$ cat src/rtl/lkv_pkg.sv
// Shared types and codes for the linear key/value table.
package lkv_pkg;

    localparam int WORD_W   = 32;
    localparam int OPCODE_W = 2;
    localparam int STATUS_W = 3;
    localparam int FILL_W   = 7;

    typedef logic [WORD_W-1:0]   word_t;
    typedef logic [OPCODE_W-1:0] opcode_t;
    typedef logic [STATUS_W-1:0] status_t;
    typedef logic [FILL_W-1:0]   fill_t;

    localparam opcode_t OP_INSERT = 2'd0;
    localparam opcode_t OP_LOOKUP = 2'd1;
    localparam opcode_t OP_REMOVE = 2'd2;

    localparam status_t ST_INSERTED    = 3'd0;
    localparam status_t ST_UPDATED     = 3'd1;
    localparam status_t ST_FULL        = 3'd2;
    localparam status_t ST_HIT         = 3'd3;
    localparam status_t ST_MISS        = 3'd4;
    localparam status_t ST_REMOVED     = 3'd5;
    localparam status_t ST_REMOVE_MISS = 3'd6;

    typedef struct packed {
        opcode_t opcode;
        word_t   key;
        word_t   value;
    } cmd_t;

    typedef struct packed {
        status_t status;
        word_t   value_out;
        word_t   any_key;
        logic    is_empty;
        fill_t   fill_count;
    } rsp_t;

    // Per-cycle control broadcast to every cell.
    typedef struct packed {
        logic capture;  // latch compare result for the accepted word
        logic ins;      // shift toward the tail, new entry enters cell 0
        logic upd;      // overwrite value in the matching cell
        logic rem;      // shift toward the head, head fills the hole
    } cell_ctrl_t;

endpackage

$ cat src/rtl/lkv_cell.sv
// One table slot: holds a key/value entry and its latched compare result.
module lkv_cell #(
    parameter int KEY_WIDTH   = 32,
    parameter int VALUE_WIDTH = 32
) (
    input  logic                   clk,
    input  logic                   rst_n,
    input  lkv_pkg::cell_ctrl_t    ctrl,
    input  logic                   occ,
    input  logic [KEY_WIDTH-1:0]   key_cmp,
    input  logic [VALUE_WIDTH-1:0] value_in,
    input  logic [KEY_WIDTH-1:0]   up_key,
    input  logic [VALUE_WIDTH-1:0] up_value,
    input  logic [KEY_WIDTH-1:0]   below_key,
    input  logic [VALUE_WIDTH-1:0] below_value,
    input  logic                   below_match,
    input  logic [KEY_WIDTH-1:0]   head_key,
    input  logic [VALUE_WIDTH-1:0] head_value,
    output logic [KEY_WIDTH-1:0]   key,
    output logic [VALUE_WIDTH-1:0] value,
    output logic [KEY_WIDTH-1:0]   key_next,
    output logic                   match,
    output logic [VALUE_WIDTH-1:0] hit_value
);

    logic [KEY_WIDTH-1:0]   key_reg;
    logic [VALUE_WIDTH-1:0] value_reg;
    logic [VALUE_WIDTH-1:0] value_next;
    logic                   match_reg;

    always_comb
    begin
        key_next   = key_reg;
        value_next = value_reg;
        if (ctrl.ins)
        begin
            key_next   = up_key;
            value_next = up_value;
        end
        else if (ctrl.rem)
        begin
            // The neighbor below was removed: take the head entry instead.
            if (below_match)
            begin
                key_next   = head_key;
                value_next = head_value;
            end
            else
            begin
                key_next   = below_key;
                value_next = below_value;
            end
        end
        else if (ctrl.upd && match_reg)
        begin
            value_next = value_in;
        end
    end

    always_ff @(posedge clk)
    begin
        key_reg   <= key_next;
        value_reg <= value_next;
    end

    always_ff @(posedge clk or negedge rst_n)
    begin
        if (!rst_n)
        begin
            match_reg <= 1'b0;
        end
        else if (ctrl.capture)
        begin
            match_reg <= occ && (key_reg == key_cmp);
        end
    end

    assign key       = key_reg;
    assign value     = value_reg;
    assign match     = match_reg;
    assign hit_value = match_reg ? value_reg : '0;

endmodule

$ cat config.mk
export PLATFORM = sky130hd
export DESIGN_NAME = lkv_cell
export DESIGN_NICKNAME = d
export VERILOG_FILES = /design/src/rtl/lkv_pkg.sv /design/src/rtl/lkv_cell.sv
export SDC_FILE = /design/constraint.sdc
export NUM_CORES = 1
export LEC_CHECK = 0
export BUFFER_PORTS_ARGS = -buffer_cell sky130_fd_sc_hd__buf_2
export CAP_MARGIN = 20
export CORE_AREA = 2 2 154 156
export CTS_CLUSTER_DIAMETER = 40
export CTS_CLUSTER_SIZE = 20
export DETAILED_ROUTE_END_ITERATION = 10
export DIE_AREA = 0 0 156 158
export GPL_TIMING_DRIVEN = 0
export PLACE_DENSITY = 0.53
export SYNTH_ARGS = -nofsm -noshare
export SYNTH_HDL_FRONTEND = slang
export SYNTH_SLANG_ARGS = --single-unit
$ cat constraint.sdc
create_clock -name clk -period 2.1 [get_ports clk]
set_clock_uncertainty 0.05 [all_clocks]
set_input_delay 0.315 -clock clk [delete_from_list [all_inputs] [get_ports clk]]
set_output_delay 0.315 -clock clk [all_outputs]
set_load 0.02 [all_outputs]
=== Word-level counts from Yosys, hierarchy flattened ===
Index checks and enable logic that the tools add are counted.

* Reduce and logical (&&, ||, !) cells: 3
* Equal/unequal tests: 1
* Muxes and demuxes: 8

{| class="wikitable"
|+ Operators with widths
! kind !! number
|-
| $mux W32 || 8
|-
| $eq A32 B32 Y1 || 1
|-
| $reduce_bool A3 Y1 || 1
|-
| $logic_and A1 B1 Y1 || 2
|}

* Input port bits: 264
* Bits in registers: 65
* Output and inout port bits: 129
* Word-level logic and storage cells: 15

=== Depth between registers and ports, before layout ===
Gate-level depths: netlist of run 1.

* Depth after elaboration: 4
* Gate-level depth with buffers: 6
* Depth with buffers taken out: 4

=== Least setup slack after synthesis of run 1 ===
OpenSTA, ideal clock, no wires.

* Path type: input to output
* Start: input port below_match
* End: output port key_next[30]
* Data arrival time: 1457 ps
* Required time: 1735 ps
* Stages on the path: 6
* Setup slack: 278 ps
* Path buffers: 2
* Cells stage by stage: buf_2 -> buf_4 -> mux2i_1 -> nand2_1 -> o21ai_0 -> o21ai_0

* Word-level cells in the longest chain between the ends: 3

{| class="wikitable"
|+ Ends and longest elaborated chain
! element !! RTL line !! source
|-
| start: declaration || lkv_cell.sv:16 || <nowiki>input logic below_match,</nowiki>
|-
| $mux W32 || lkv_cell.sv:43 || <nowiki>if (below_match)</nowiki>
|-
| $mux W32 || lkv_cell.sv:40 || <nowiki>else if (ctrl.rem)</nowiki>
|-
| $mux W32 || lkv_cell.sv:35 || <nowiki>if (ctrl.ins)</nowiki>
|-
| end: declaration || lkv_cell.sv:21 || <nowiki>output logic [KEY_WIDTH-1:0] key_next,</nowiki>
|}

Every way passes these cells.

=== Final worst setup path of run 1 ===
* Start: input port ctrl[2] in the netlist's numbering
* End: output port key_next[12]

* Word-level cells in the longest chain between the ends: 1

{| class="wikitable"
|+ Ends and longest elaborated chain
! element !! RTL line !! source
|-
| start: declaration || lkv_cell.sv:8 || <nowiki>input lkv_pkg::cell_ctrl_t ctrl,</nowiki>
|-
| $mux W32 || lkv_cell.sv:35 ||
|}

Every way passes these cells.

==> flow_summary.html, run 1 <==
<table>
<tr><th>Metric</th><th>Value</th></tr>
<tr><th colspan="2">Synth</th></tr>
<tr><td>Fraction of the yosys area taken by sequential cells</td><td>0.3937</td></tr>
<tr><td>Number of different library cells in the post-synthesis netlist</td><td>20</td></tr>
<tr><td>Synthesized area divided by synthesized cell count</td><td>8.246 um^2</td></tr>
<tr><td>Yosys synthesis warning count</td><td>0</td></tr>
<tr><td>Post-synthesis net count</td><td>765</td></tr>
<tr><td>Instance count of the mapped netlist</td><td>501</td></tr>
<tr><td>Register bit count reported by yosys</td><td>65</td></tr>
<tr><td>Post-synthesis instance area</td><td>4131 um^2</td></tr>
<tr><th colspan="2">Setup path</th></tr>
<tr><td>Number of cells on the worst reg-to-reg path</td><td>4</td></tr>
<tr><td>Nature of the critical path startpoint</td><td>input pin</td></tr>
<tr><td>Type of element capturing the critical path</td><td>output pin</td></tr>
<tr><td>Reg2Reg Capture Point</td><td>match</td></tr>
<tr><td>Reg-to-reg setup timing slack</td><td>0.40 ns</td></tr>
<tr><td>Critical path start-end classification</td><td>input pin to output pin</td></tr>
<tr><td>Worst reg2reg startpoint</td><td>key[0]</td></tr>
<tr><td>Crit path DAT</td><td>1.63 ns</td></tr>
<tr><td>Data required time at the worst endpoint</td><td>1.74 ns</td></tr>
<tr><td>Maximum fanout encountered on the critical timing path</td><td>10</td></tr>
<tr><th colspan="2">Timing</th></tr>
<tr><td>Max-slew violation count</td><td>0</td></tr>
<tr><td>Top achievable clock speed</td><td>0.5008 GHz</td></tr>
<tr><td>Final critical-path required period</td><td>1.997 ns</td></tr>
<tr><td>Measured slew at the worst slew-check pin</td><td>0.5649 ns</td></tr>
<tr><td>Slew margin rel.</td><td>0.6234</td></tr>
<tr><td>Final worst slack</td><td>0.1031 ns</td></tr>
<tr><td>Final Hold Viols</td><td>0</td></tr>
<tr><td>Setup repair after global routing missed its margin</td><td>no</td></tr>
<tr><td>Share of the cycle needed by the critical path after routing</td><td>0.9509</td></tr>
<tr><td># setup viols final</td><td>0</td></tr>
<tr><th colspan="2">Clock tree</th></tr>
<tr><td>TritonCTS Buffers</td><td>9</td></tr>
<tr><td>Clock transition at the register clock pins on the worst setup and hold paths after CTS</td><td>0.07 ns</td></tr>
<tr><td>H-tree levels</td><td>3</td></tr>
<tr><td>Clock root cell</td><td>sky130_fd_sc_hd__clkbuf_16</td></tr>
<tr><td>Clock latency at the later pin of the worst-skew pair</td><td>0.34 ns</td></tr>
<tr><td>Worst-case clock buffer depth</td><td>2</td></tr>
<tr><td>CTS tree</td><td>yes</td></tr>
<tr><td>Total number of clock tree sinks</td><td>65</td></tr>
<tr><td>Number of buffers added for setup after CTS</td><td>0</td></tr>
<tr><th colspan="2">Placed design</th></tr>
<tr><td>Count of buffers from port buffering</td><td>389</td></tr>
<tr><td>Detailed placer's ending HPWL</td><td>17190 um</td></tr>
<tr><td>Worst slack after detailed placement</td><td>-0.3840 ns</td></tr>
<tr><td>Final GP Congestion</td><td>0.7953</td></tr>
<tr><td>Area after DPL</td><td>6469 um^2</td></tr>
<tr><th colspan="2">Power and ir drop</th></tr>
<tr><td>Leakage dissipation</td><td>0.003533 uW</td></tr>
<tr><td>Peak ir drop on the vdd network</td><td>0.0004319 V</td></tr>
<tr><td>Power density normalized to cell area</td><td>661.9 nW/um^2</td></tr>
<tr><th colspan="2">Worst hold path</th></tr>
<tr><td>Worst hold path class</td><td>input pin to flop</td></tr>
<tr><td>Hold Path Cell Cnt</td><td>3</td></tr>
<tr><td>Endpoint with the worst hold slack</td><td>key[4]</td></tr>
<tr><td>Launch point of the worst hold path</td><td>up_key[4]</td></tr>
<tr><th colspan="2">Layout</th></tr>
<tr><td>Area of the multi-input gates</td><td>2347 um^2</td></tr>
<tr><td>Combined flip-flop and latch cell area</td><td>1628 um^2</td></tr>
<tr><td>Final core area utilization</td><td>0.2963</td></tr>
<tr><td>Ant diodes</td><td>0</td></tr>
<tr><td>Area growth from synthesis to layout</td><td>65.32%</td></tr>
<tr><td>Layout cells sized above 1</td><td>0.4725</td></tr>
<tr><td>Fill cell instance count of the final layout</td><td>2542</td></tr>
<tr><td>Fin area</td><td>6830 um^2</td></tr>
<tr><td>Final nets</td><td>1167</td></tr>
<tr><th colspan="2">Floorplan</th></tr>
<tr><td>Die area</td><td>24650 um^2</td></tr>
<tr><td>Starting density of the core</td><td>0.1792</td></tr>
<tr><td>Count of standard-cell rows</td><td>56</td></tr>
<tr><td>Die W</td><td>156 um</td></tr>
<tr><td>Standard cell core area</td><td>23050 um^2</td></tr>
<tr><td>Height of the chip</td><td>158 um</td></tr>
<tr><td>Number of primary I/O pins</td><td>393</td></tr>
<tr><th colspan="2">Detailed routing</th></tr>
<tr><td>Antenna Nets Post-Route</td><td>0</td></tr>
<tr><td>DRC violation count after routing</td><td>0</td></tr>
<tr><td>Total iterations of the first detailed-routing run</td><td>4</td></tr>
<tr><td>Vias</td><td>5114</td></tr>
<tr><td>Ratio of routed vias to standard cells</td><td>4.269</td></tr>
<tr><td>Average wire per cell in the routed design</td><td>17.36 um</td></tr>
<tr><td>DR iter-0 viols</td><td>199</td></tr>
<tr><td>Total wirelength of the detailed-routed design</td><td>20800 um</td></tr>
<tr><th colspan="2">Global routing</th></tr>
<tr><td>Global route total overflow</td><td>0</td></tr>
<tr><td>Maximum number of pins on one net before global-route repair</td><td>24</td></tr>
<tr><td>Combined global-route utilization of all metal layers</td><td>0.1590</td></tr>
<tr><td>Wire length of the first global-routing pass</td><td>28680 um</td></tr>
<tr><td>Via count of the first global-routing pass</td><td>4850</td></tr>
<tr><td>Number of antenna violations at the first check in global routing</td><td>1</td></tr>
<tr><th colspan="2">Job</th></tr>
<tr><td># Max-Cap Violations</td><td>0</td></tr>
<tr><th colspan="2">Status</th></tr>
<tr><td>Result of the run</td><td>finished, final reports clean</td></tr>
</table>
## where the power goes
group          internal (uW)  switching [uW]  total (uW)
clock                   1040             636        1680
sequential              1490             106        1590
combinational            509             742        1250
## metrics by stage
stage / hold WS (ns) / instances / setup TNS [ns] / total power (uW)
finish: 0.1510 / 1198 / 0 / 4521
global route: 0.1656 / 1198 / 0 / 4761
global placement: 0.04035 / 1180 / -16.51 / 2869
floorplan: -0.03059 / 501 / 0 / 2234
detailed placement: 0.04079 / 1181 / -8.821 / 2881
CTS: 0.1359 / 1198 / 0 / 4604
## synthesized netlist by cell type
cell type                  number  area (um^2)
sky130_fd_sc_hd__nand2b_1       1        6.260
sky130_fd_sc_hd__o21ai_0      128        640.6
sky130_fd_sc_hd__buf_2          2        10.01
sky130_fd_sc_hd__dfxtp_1       32        640.6
sky130_fd_sc_hd__xor2_1        16        140.1
sky130_fd_sc_hd__dfrtp_1        1        25.02
sky130_fd_sc_hd__edfxtp_1      32        960.9
sky130_fd_sc_hd__a211o_1        1        8.760
sky130_fd_sc_hd__xnor2_1       16        140.1
sky130_fd_sc_hd__clkbuf_1      27        101.4
sky130_fd_sc_hd__nand3_1        2        10.01
sky130_fd_sc_hd__and2_1        32        200.2
sky130_fd_sc_hd__or4_1          1        7.510
sky130_fd_sc_hd__buf_4          6        45.04
sky130_fd_sc_hd__buf_1          3        11.26
sky130_fd_sc_hd__mux2i_1       64        640.6
sky130_fd_sc_hd__o31ai_2        1        12.51
sky130_fd_sc_hd__nand4_1        4        25.02
sky130_fd_sc_hd__nand2_1      128        480.5
sky130_fd_sc_hd__nor4_1         4        25.02
## final cells by class
cell class	count	area share
buffer	38	0.02766
clock buffer	9	0.03297
clock inverter	7	0.01374
multi-input combinational	398	0.3437
sequential	65	0.2383
tap	290	0.05312
timing repair buffer	391	0.2905
## cell families after synthesis
kind of cell,count (synthesis),synth area share
flops,65,0.3937
simple gates,172,0.1826
buf+inv,38,0.04058
xor+xnor,32,0.06784
compound gates,130,0.1602
mux,64,0.1551
## worst max-delay path, cell delays in order
cell	delay, ns
sky130_fd_sc_hd__clkbuf_2	0.28
sky130_fd_sc_hd__clkbuf_1	0.46
sky130_fd_sc_hd__nand2_1	0.19
sky130_fd_sc_hd__o21ai_0	0.16
sky130_fd_sc_hd__buf_2	0.21
## worst max path at each step
stage	slack [ns]	end	startpoint
finish	0.10	key_next[12]	ctrl[2]
global route	0.01	key_next[12]	ctrl[2]
CTS	0.02	key_next[12]	ctrl[2]
detailed placement	-0.38	key_next[14]	ctrl[0]
global placement	-0.39	key_next[14]	ctrl[0]
floorplan	0.28	key_next[30]	below_match
## metal layers
metal	wire (um)	global-route usage	up-vias
met3	1458	0.03969	22
li1	-	-	2534
met1	8546	0.1870	2303
met2	10380	0.2851	253
met4	408	0.04806	2
met5	13	0	-
## repair_timing
action	4_1_cts	5_1_grt
resized for setup	8	16
hold buffers	1	0
endpoints found under the setup margin	54	25
hold endpoints to repair	1	0
cloned	0	0
## placed cells by master, fill, tap and decap left out, types with 2 or more instances in the layout
cell                          n
sky130_fd_sc_hd__nor4_1       3
sky130_fd_sc_hd__nand4_1      4
sky130_fd_sc_hd__buf_4        6
sky130_fd_sc_hd__mux2i_1     64
sky130_fd_sc_hd__xor2_1      16
sky130_fd_sc_hd__clkbuf_16    9
sky130_fd_sc_hd__clkbuf_1    17
sky130_fd_sc_hd__clkbuf_2    12
sky130_fd_sc_hd__bufinv_16    2
sky130_fd_sc_hd__xnor2_1     16
sky130_fd_sc_hd__nand3_1      2
sky130_fd_sc_hd__buf_2      390
sky130_fd_sc_hd__nand2_1    128
sky130_fd_sc_hd__edfxtp_1    32
sky130_fd_sc_hd__o21ai_0    126
sky130_fd_sc_hd__dfxtp_1     32
sky130_fd_sc_hd__and2_1      32
Note: power is estimated with default switching activity, not from simulation.
==> run 2, diff against run 1 <==
- CAP_MARGIN: 20 -> default
- CORE_AREA: 2 2 154 156 -> 2 2 152 154
- DIE_AREA: 0 0 156 158 -> 0 0 154 156
- PLACE_DENSITY: 0.53 -> 0.56
- clock period: 2.1 -> 1.7 ns (I/O delays scaled with it)
==> run 2 against run 1 <==
  * Via count grew 1.8%
  * Combinational power increased by 28%
  * Sequential cell count unchanged
  * Design area up 5.7%
  * Global-route usage increased by 1.4 points
  * Core utilization grew 2.6 points
  * First-iteration DRC count rose by 20%
  * Critical endpoint is now hit_value[15]
  * Largest power group unchanged
==> flow_summary.html, run 2 (synthesis gave the netlist of run 1 again) <==
<table>
<tr><th>Metric</th><th>Value</th></tr>
<tr><th colspan="2">Global routing</th></tr>
<tr><td>Maximum number of pins on one net before global-route repair</td><td>33 (+38%)</td></tr>
<tr><td>Via count of the first global-routing pass</td><td>5240 (+8.0%)</td></tr>
<tr><td>Wire length of the first global-routing pass</td><td>31130 um (+8.6%)</td></tr>
<tr><td>Global route total overflow</td><td>0 (unchanged)</td></tr>
<tr><td>Combined global-route utilization of all metal layers</td><td>0.1733 (+0.01433)</td></tr>
<tr><td>Number of antenna violations at the first check in global routing</td><td>0 (-1)</td></tr>
<tr><th colspan="2">Floorplan</th></tr>
<tr><td>Height of the chip</td><td>156 um (-1.3%)</td></tr>
<tr><td>Number of primary I/O pins</td><td>393 (unchanged)</td></tr>
<tr><td>Die W</td><td>154 um (-1.3%)</td></tr>
<tr><td>Starting density of the core</td><td>0.1847 (+0.005505)</td></tr>
<tr><td>Count of standard-cell rows</td><td>55 (-1.8%)</td></tr>
<tr><td>Die area</td><td>24020 um^2 (-2.5%)</td></tr>
<tr><td>Standard cell core area</td><td>22370 um^2 (-3.0%)</td></tr>
<tr><th colspan="2">Setup path</th></tr>
<tr><td>Maximum fanout encountered on the critical timing path</td><td>5 (-5)</td></tr>
<tr><td>Data required time at the worst endpoint</td><td>1.39 ns (-0.35 ns)</td></tr>
<tr><td>Crit path DAT</td><td>1.39 ns (-0.24 ns)</td></tr>
<tr><td>Reg-to-reg setup timing slack</td><td>0.12 ns (-0.28 ns)</td></tr>
<tr><td>Nature of the critical path startpoint</td><td>flop</td></tr>
<tr><td>Critical path start-end classification</td><td>flop to output pin</td></tr>
<tr><td>Type of element capturing the critical path</td><td>output pin</td></tr>
<tr><td>Number of cells on the worst reg-to-reg path</td><td>4 (unchanged)</td></tr>
<tr><th colspan="2">Power and ir drop</th></tr>
<tr><td>Share of power burned in combinational logic</td><td>0.284 (+0.007)</td></tr>
<tr><td>Leakage dissipation</td><td>0.003670 uW (+3.9%)</td></tr>
<tr><td>Peak ir drop on the vdd network</td><td>0.0004448 V (+3.0%)</td></tr>
<tr><td>Register share of total power</td><td>0.352 (about the same)</td></tr>
<tr><td>Proportion of power drawn by the clock network</td><td>0.365 (-0.006)</td></tr>
<tr><td>Switching power share of the total</td><td>0.3289 (+0.0005564)</td></tr>
<tr><td>Power density normalized to cell area</td><td>780.3 nW/um^2 (+18%)</td></tr>
<tr><td>Switching power</td><td>1852 uW (+25%)</td></tr>
<tr><td>Cell-internal power</td><td>3779 uW (+24%)</td></tr>
<tr><th colspan="2">Detailed routing</th></tr>
<tr><td>Total wirelength of the detailed-routed design</td><td>21850 um (+5.0%)</td></tr>
<tr><td>Antenna Nets Post-Route</td><td>0 (unchanged)</td></tr>
<tr><td>Total iterations of the first detailed-routing run</td><td>5 (+1)</td></tr>
<tr><td>Ratio of routed vias to standard cells</td><td>4.346 (+1.8%)</td></tr>
<tr><td>Vias</td><td>5207 (+1.8%)</td></tr>
<tr><td>DRC violation count after routing</td><td>0 (unchanged)</td></tr>
<tr><td>Average wire per cell in the routed design</td><td>18.24 um (+5.0%)</td></tr>
<tr><td>DR iter-0 viols</td><td>238 (+20%)</td></tr>
<tr><th colspan="2">Clock tree</th></tr>
<tr><td>TritonCTS Buffers</td><td>9 (unchanged)</td></tr>
<tr><td>CTS tree</td><td>yes</td></tr>
<tr><td>Clock root cell</td><td>sky130_fd_sc_hd__clkbuf_16</td></tr>
<tr><td>Clock latency at the later pin of the worst-skew pair</td><td>0.34 ns (about the same)</td></tr>
<tr><td>Total number of clock tree sinks</td><td>65 (unchanged)</td></tr>
<tr><td>Clock transition at the register clock pins on the worst setup and hold paths after CTS</td><td>0.06 ns (about the same)</td></tr>
<tr><td>H-tree levels</td><td>3 (unchanged)</td></tr>
<tr><td>Worst-case clock buffer depth</td><td>2 (unchanged)</td></tr>
<tr><th colspan="2">Timing</th></tr>
<tr><td>Share of the cycle needed by the critical path after routing</td><td>0.9964</td></tr>
<tr><td>Final critical-path required period</td><td>1.694 ns</td></tr>
<tr><td>Setup repair after global routing missed its margin</td><td>yes</td></tr>
<tr><td>Slew margin rel.</td><td>0.4985 (-0.1248)</td></tr>
<tr><td>Top achievable clock speed</td><td>0.5903 GHz</td></tr>
<tr><td>Max-slew violation count</td><td>0 (unchanged)</td></tr>
<tr><td>Measured slew at the worst slew-check pin</td><td>0.7522 ns (+0.1873 ns)</td></tr>
<tr><td># setup viols final</td><td>0 (unchanged)</td></tr>
<tr><td>Worst hold slack after final layout</td><td>0.1027 ns (-0.04834 ns)</td></tr>
<tr><td>Final Hold Viols</td><td>0 (unchanged)</td></tr>
<tr><td>Final worst slack</td><td>0.006044 ns (-0.09704 ns)</td></tr>
<tr><th colspan="2">Layout</th></tr>
<tr><td>Final nets</td><td>1172 (+0.43%)</td></tr>
<tr><td>Fin cells</td><td>1198 (unchanged)</td></tr>
<tr><td>Most used cells in the layout excluding fill and tap cells</td><td>sky130_fd_sc_hd__buf_2 (364), sky130_fd_sc_hd__nand2_1 (128), sky130_fd_sc_hd__o21ai_0 (97)</td></tr>
<tr><td>Area growth from synthesis to layout</td><td>74.68%</td></tr>
<tr><td>Ant diodes</td><td>0 (unchanged)</td></tr>
<tr><td>Most common cell after layout, fill and taps aside</td><td>sky130_fd_sc_hd__buf_2</td></tr>
<tr><td>Layout cells sized above 1</td><td>0.5148 (+0.04232)</td></tr>
<tr><th colspan="2">Worst hold path</th></tr>
<tr><td>Hold Path Cell Cnt</td><td>3 (unchanged)</td></tr>
<tr><td>Worst hold path class</td><td>input pin to flop</td></tr>
<tr><th colspan="2">Job</th></tr>
<tr><td># Max-Cap Violations</td><td>0 (unchanged)</td></tr>
<tr><th colspan="2">Placed design</th></tr>
<tr><td>Worst slack after detailed placement</td><td>-0.6617 ns (-0.2777 ns)</td></tr>
<tr><td>Final GP Congestion</td><td>0.8204 (+3.2%)</td></tr>
<tr><td>Count of buffers from port buffering</td><td>389 (unchanged)</td></tr>
<tr><td>Placed instance count</td><td>1175 (-0.51%)</td></tr>
<tr><td>Detailed placer's ending HPWL</td><td>17270 um (+0.51%)</td></tr>
<tr><th colspan="2">Status</th></tr>
<tr><td>Result of the run</td><td>finished, final reports clean</td></tr>
</table>
==> run 2: critical path, cell delays in order, from the launching register on <==
cell                       delay, ns
sky130_fd_sc_hd__dfrtp_2        0.47
sky130_fd_sc_hd__buf_12         0.17
sky130_fd_sc_hd__clkbuf_8       0.15
sky130_fd_sc_hd__and2_4         0.14
sky130_fd_sc_hd__buf_6          0.12
==> run 2: routing by layer <==
metal / track usage / share of wire / vias up
met4: 0.04539 / 0.017 / 0
met3: 0.03722 / 0.066 / 20
met2: 0.3173 / 0.51 / 267
met5: 0 / 0 / -
li1: - / - / 2545
met1: 0.2050 / 0.41 / 2375
==> run 2: path summary, 6_finish.rpt <==
| path | start | endpoint |
|---|---|---|
| worst max register to register | key[8] | match |
| min in group asynchronous | rst_n | match |
| max in group asynchronous | rst_n | match |
| worst min-delay path | up_key[6] | key[6] |
| worst min register to register | key[7] | key[7] |
| worst max-delay path | match | hit_value[15] |
==> run 2: area by class of cell <==
| class | count | area [um^2] |
|---|---|---|
| Fill cell | 2423 | 15150 |
| Tap cell | 285 | 356.6 |
| Buffer | 36 | 261.5 |
| Multi-Input combinational cell | 398 | 2441 |
| Clock buffer | 9 | 225.2 |
| Sequential cell | 65 | 1628 |
| Clock inverter | 7 | 93.84 |
| Timing Repair Buffer | 398 | 2211 |
==> run 2: power by group through the flow <==
stage          Sequential (uW)  Combinational, uW  Clock (uW)
2_1_floorplan             2180                589           0
3_3_place_gp              2000               1560           0
3_5_place_dp              2000               1570           0
4_1_cts                   1980               1610        2140
5_1_grt                   2000               1730        2210
6_report                  1980               1600        2050
==> run 2: repair_timing <==
item / CTS / global route
pin swaps: 1 / 3
endpoints found under the setup margin: 100 / 35
gates cloned: 3 / 0
resized for setup: 113 / 19
hold buffers: 1 / 0
setup buffers: 5 / 0
endpoints found under the hold margin: 1 / 0
==> run 2: through the flow <==
stage	cell area (um^2)	total power (uW)	utilization	TNS, ns
3_3_place_gp	6436	3558	0.2878	-35.52
2_1_floorplan	4133	2773	-	0
3_5_place_dp	6436	3569	0.2878	-38.67
6_report	7217	5632	0.3227	0
4_1_cts	7181	5727	0.3211	-0.2158
5_1_grt	7217	5937	0.3227	-0.5624
==> run 3, diff against run 2 <==
- BUFFER_PORTS_ARGS: -buffer_cell sky130_fd_sc_hd__buf_2 -> default
- CORE_AREA: 2 2 152 154 -> 2 2 154 156
- DIE_AREA: 0 0 154 156 -> 0 0 156 158
- DONT_BUFFER_PORTS: default -> 1
- GPL_TIMING_DRIVEN: 0 -> default
- PLACE_DENSITY: 0.56 -> 0.4
- RECOVER_POWER: default -> 50
==> run 3 against run 2 <==
  * Routed wire length down 23%
  * Total power down 11%
  * Sequential cell count unchanged
  * Core utilization is 10 points lower
  * Largest cell class is now multi-input gates
  * Highest routed layer is now met5
==> flow_summary.html, run 3 (synthesis gave the netlist of run 1 again) <==
<table>
<tr><th>Metric</th><th>Value</th></tr>
<tr><th colspan="2">Layout</th></tr>
<tr><td>Area growth from synthesis to layout</td><td>21.90%</td></tr>
<tr><td>Most used cells in the layout excluding fill and tap cells</td><td>sky130_fd_sc_hd__nand2_1 (128), sky130_fd_sc_hd__o21ai_0 (96), sky130_fd_sc_hd__mux2i_1 (64)</td></tr>
<tr><td>Most common cell after layout, fill and taps aside</td><td>sky130_fd_sc_hd__nand2_1</td></tr>
<tr><td>Final nets</td><td>784 (-33%)</td></tr>
<tr><td>Layout cells sized above 1</td><td>0.1410 (-0.3738)</td></tr>
<tr><th colspan="2">Detailed routing</th></tr>
<tr><td>DRC violation count after routing</td><td>0 (unchanged)</td></tr>
<tr><td>Antenna Nets Post-Route</td><td>0 (unchanged)</td></tr>
<tr><td>Total iterations of the first detailed-routing run</td><td>5 (unchanged)</td></tr>
<tr><td>Total wirelength of the detailed-routed design</td><td>16780 um (-23%)</td></tr>
<tr><td>Average wire per cell in the routed design</td><td>20.56 um (+13%)</td></tr>
<tr><td>Vias</td><td>3779 (-27%)</td></tr>
<tr><td>Ratio of routed vias to standard cells</td><td>4.631 (+6.6%)</td></tr>
<tr><td>DR iter-0 viols</td><td>181 (-24%)</td></tr>
<tr><th colspan="2">Timing</th></tr>
<tr><td>Share of the cycle needed by the critical path after routing</td><td>0.9784 (-0.01802)</td></tr>
<tr><td>Sum Neg Setup Slack</td><td>0 ns (unchanged)</td></tr>
<tr><td># setup viols final</td><td>0 (unchanged)</td></tr>
<tr><td>Final Hold Viols</td><td>0 (unchanged)</td></tr>
<tr><td>Max-slew violation count</td><td>0 (unchanged)</td></tr>
<tr><td>Setup repair after global routing missed its margin</td><td>yes</td></tr>
<tr><td>Top achievable clock speed</td><td>0.6012 GHz (+1.8%)</td></tr>
<tr><td>Slew margin rel.</td><td>0.4771 (-0.02144)</td></tr>
<tr><td>Final critical-path required period</td><td>1.663 ns (-0.03063 ns)</td></tr>
<tr><td>Measured slew at the worst slew-check pin</td><td>0.7843 ns (+0.03216 ns)</td></tr>
<tr><td>Final worst slack</td><td>0.03667 ns (+0.03063 ns)</td></tr>
<tr><th colspan="2">Worst hold path</th></tr>
<tr><td>Worst hold path class</td><td>input pin to flop</td></tr>
<tr><th colspan="2">Floorplan</th></tr>
<tr><td>Number of primary I/O pins</td><td>393 (unchanged)</td></tr>
<tr><td>Starting density of the core</td><td>0.1792 (-0.005505)</td></tr>
<tr><td>Count of standard-cell rows</td><td>56 (+1.8%)</td></tr>
<tr><td>Standard cell core area</td><td>23050 um^2 (+3.1%)</td></tr>
<tr><td>Die area</td><td>24650 um^2 (+2.6%)</td></tr>
<tr><td>Die W</td><td>156 um (+1.3%)</td></tr>
<tr><td>Height of the chip</td><td>158 um (+1.3%)</td></tr>
<tr><th colspan="2">Placed design</th></tr>
<tr><td>Final GP Congestion</td><td>0.7992 (-2.6%)</td></tr>
<tr><td>Worst slack after detailed placement</td><td>0.08007 ns (+0.7417 ns)</td></tr>
<tr><td>Detailed placer's ending HPWL</td><td>13070 um (-24%)</td></tr>
<tr><td>Count of buffers from port buffering</td><td>0 (-100%)</td></tr>
<tr><th colspan="2">Clock tree</th></tr>
<tr><td>Clock transition at the register clock pins on the worst setup and hold paths after CTS</td><td>0.07 ns (about the same)</td></tr>
<tr><td>CTS tree</td><td>yes</td></tr>
<tr><td>Number of buffers added for setup after CTS</td><td>0 (-5)</td></tr>
<tr><td>H-tree levels</td><td>3 (unchanged)</td></tr>
<tr><td>Worst-case clock buffer depth</td><td>2 (unchanged)</td></tr>
<tr><td>Clock root cell</td><td>sky130_fd_sc_hd__clkbuf_16</td></tr>
<tr><td>Clock latency at the later pin of the worst-skew pair</td><td>0.34 ns (about the same)</td></tr>
<tr><td>Total number of clock tree sinks</td><td>65 (unchanged)</td></tr>
<tr><td>TritonCTS Buffers</td><td>9 (unchanged)</td></tr>
<tr><th colspan="2">Power and ir drop</th></tr>
<tr><td>Power density normalized to cell area</td><td>1001 nW/um^2 (+28%)</td></tr>
<tr><td>Share of power burned in combinational logic</td><td>0.179 (-0.105)</td></tr>
<tr><td>Switching power share of the total</td><td>0.3065 (-0.02244)</td></tr>
<tr><td>Leakage dissipation</td><td>0.002043 uW (-44%)</td></tr>
<tr><td>Register share of total power</td><td>0.415 (+0.063)</td></tr>
<tr><td>Switching power</td><td>1545 uW (-17%)</td></tr>
<tr><td>Proportion of power drawn by the clock network</td><td>0.405 (+0.040)</td></tr>
<tr><td>Cell-internal power</td><td>3495 uW (-7.5%)</td></tr>
<tr><td>Peak ir drop on the vdd network</td><td>0.0004369 V (-1.8%)</td></tr>
<tr><th colspan="2">Global routing</th></tr>
<tr><td>Maximum number of pins on one net before global-route repair</td><td>130 (+290%)</td></tr>
<tr><td>Number of antenna violations at the first check in global routing</td><td>2 (+2)</td></tr>
<tr><td>Global route total overflow</td><td>0 (unchanged)</td></tr>
<tr><td>Wire length of the first global-routing pass</td><td>22290 um (-28%)</td></tr>
<tr><td>Combined global-route utilization of all metal layers</td><td>0.1249 (-0.04840)</td></tr>
<tr><td>Via count of the first global-routing pass</td><td>3836 (-27%)</td></tr>
<tr><th colspan="2">Setup path</th></tr>
<tr><td>Largest stage delay, worst path</td><td>0.34 ns (-0.13 ns)</td></tr>
<tr><td>Maximum fanout encountered on the critical timing path</td><td>2 (-3)</td></tr>
<tr><td>Crit path DAT</td><td>1.36 ns (-0.03 ns)</td></tr>
<tr><td>Type of element capturing the critical path</td><td>output pin</td></tr>
<tr><td>Nature of the critical path startpoint</td><td>flop</td></tr>
<tr><td>Cell with the largest stage delay on the worst path</td><td>sky130_fd_sc_hd__dfxtp_1</td></tr>
<tr><td>Critical Path, Cell by Cell</td><td>buf_4 -&gt; o21ai_0 -&gt; o21ai_1 -&gt; clkbuf_1</td></tr>
<tr><td>Critical path start-end classification</td><td>flop to output pin</td></tr>
<tr><td>Data required time at the worst endpoint</td><td>1.39 ns (about the same)</td></tr>
<tr><th colspan="2">Status</th></tr>
<tr><td>Result of the run</td><td>finished, final reports clean</td></tr>
<tr><th colspan="2">Job</th></tr>
<tr><td># Max-Cap Violations</td><td>0 (unchanged)</td></tr>
</table>
[run 3: changes by cell type in the layout (fill, tap and decap cells not counted), sizes merged]
| cell | before | now |
|---|---|---|
| diode | 0 | 1 |
| clkbuf | 34 | 11 |
| inv | 1 | 0 |
| buf | 408 | 43 |
| clkinv | 3 | 4 |
[run 3: final timing paths]
| check | endpoint | start | depth (start not counted) | slack [ns] |
|---|---|---|---|---|
| worst max-delay path | key_next[13] | key[13] | 4 | 0.04 |
| worst min-delay path | value[23] | up_value[23] | 2 | 0.06 |
| worst max register to register | match | key[23] | 4 | 0.08 |
| worst min register to register | match | key[16] | 3 | 0.65 |
| max in group asynchronous | match | rst_n | 1 | 1.38 |
| min in group asynchronous | match | rst_n | 1 | 0.10 |
[run 3: cell type report]
| class | count | area (um^2) |
|---|---|---|
| clock buffer | 9 | 225.2 |
| tap | 290 | 362.8 |
| clock inverter | 7 | 95.09 |
| multi-input combinational | 398 | 2379 |
| sequential | 65 | 1628 |
| timing repair buffer | 46 | 344.1 |
| fill | 2537 | 18020 |
| antenna | 1 | 2.502 |
[run 3: power groups by stage]
stage                     sequential [uW]  combinational [uW]  clock, uW
after floorplan                      2180                 589          0
after global placement               2120                 910          0
after detailed placement             2130                 917          0
after CTS                            2090                 928       2160
after global routing                 2110                 983       2210
final                                2090                 905       2040
[run 3: layer usage]
metal	vias to the layer above	GRT usage	part of all wire
met5	-	0	0.0010
met2	264	0.2442	0.54
met3	32	0.03230	0.079
li1	1770	-	-
met1	1711	0.1164	0.34
met4	2	0.07383	0.042
[run 3: critical path, delay by kind of cell (launching register included)]
family | cells | cell delay (ns)
buf+inv | 2 | 0.45
flops | 1 | 0.34
compound gates | 2 | 0.22
[run 3: what timing repair did]
action,CTS,global route
endpoints found under the hold margin,1,0
gates cloned,0,0
setup endpoints to repair,38,9
hold buffers,1,0
resized for setup,7,8
[run 3: per-stage QoR]
stage	total power, uW	instance area (um^2)	util	std cells	hold WS (ns)
floorplan	2773	4133	-	501	-0.09059
global placement	3034	4666	0.2024	798	-0.09025
detailed placement	3042	4666	0.2024	798	-0.09031
CTS	5179	5019	0.2177	815	0.04047
global route	5305	5036	0.2185	816	0.03963
finish	5040	5036	0.2185	816	0.05914
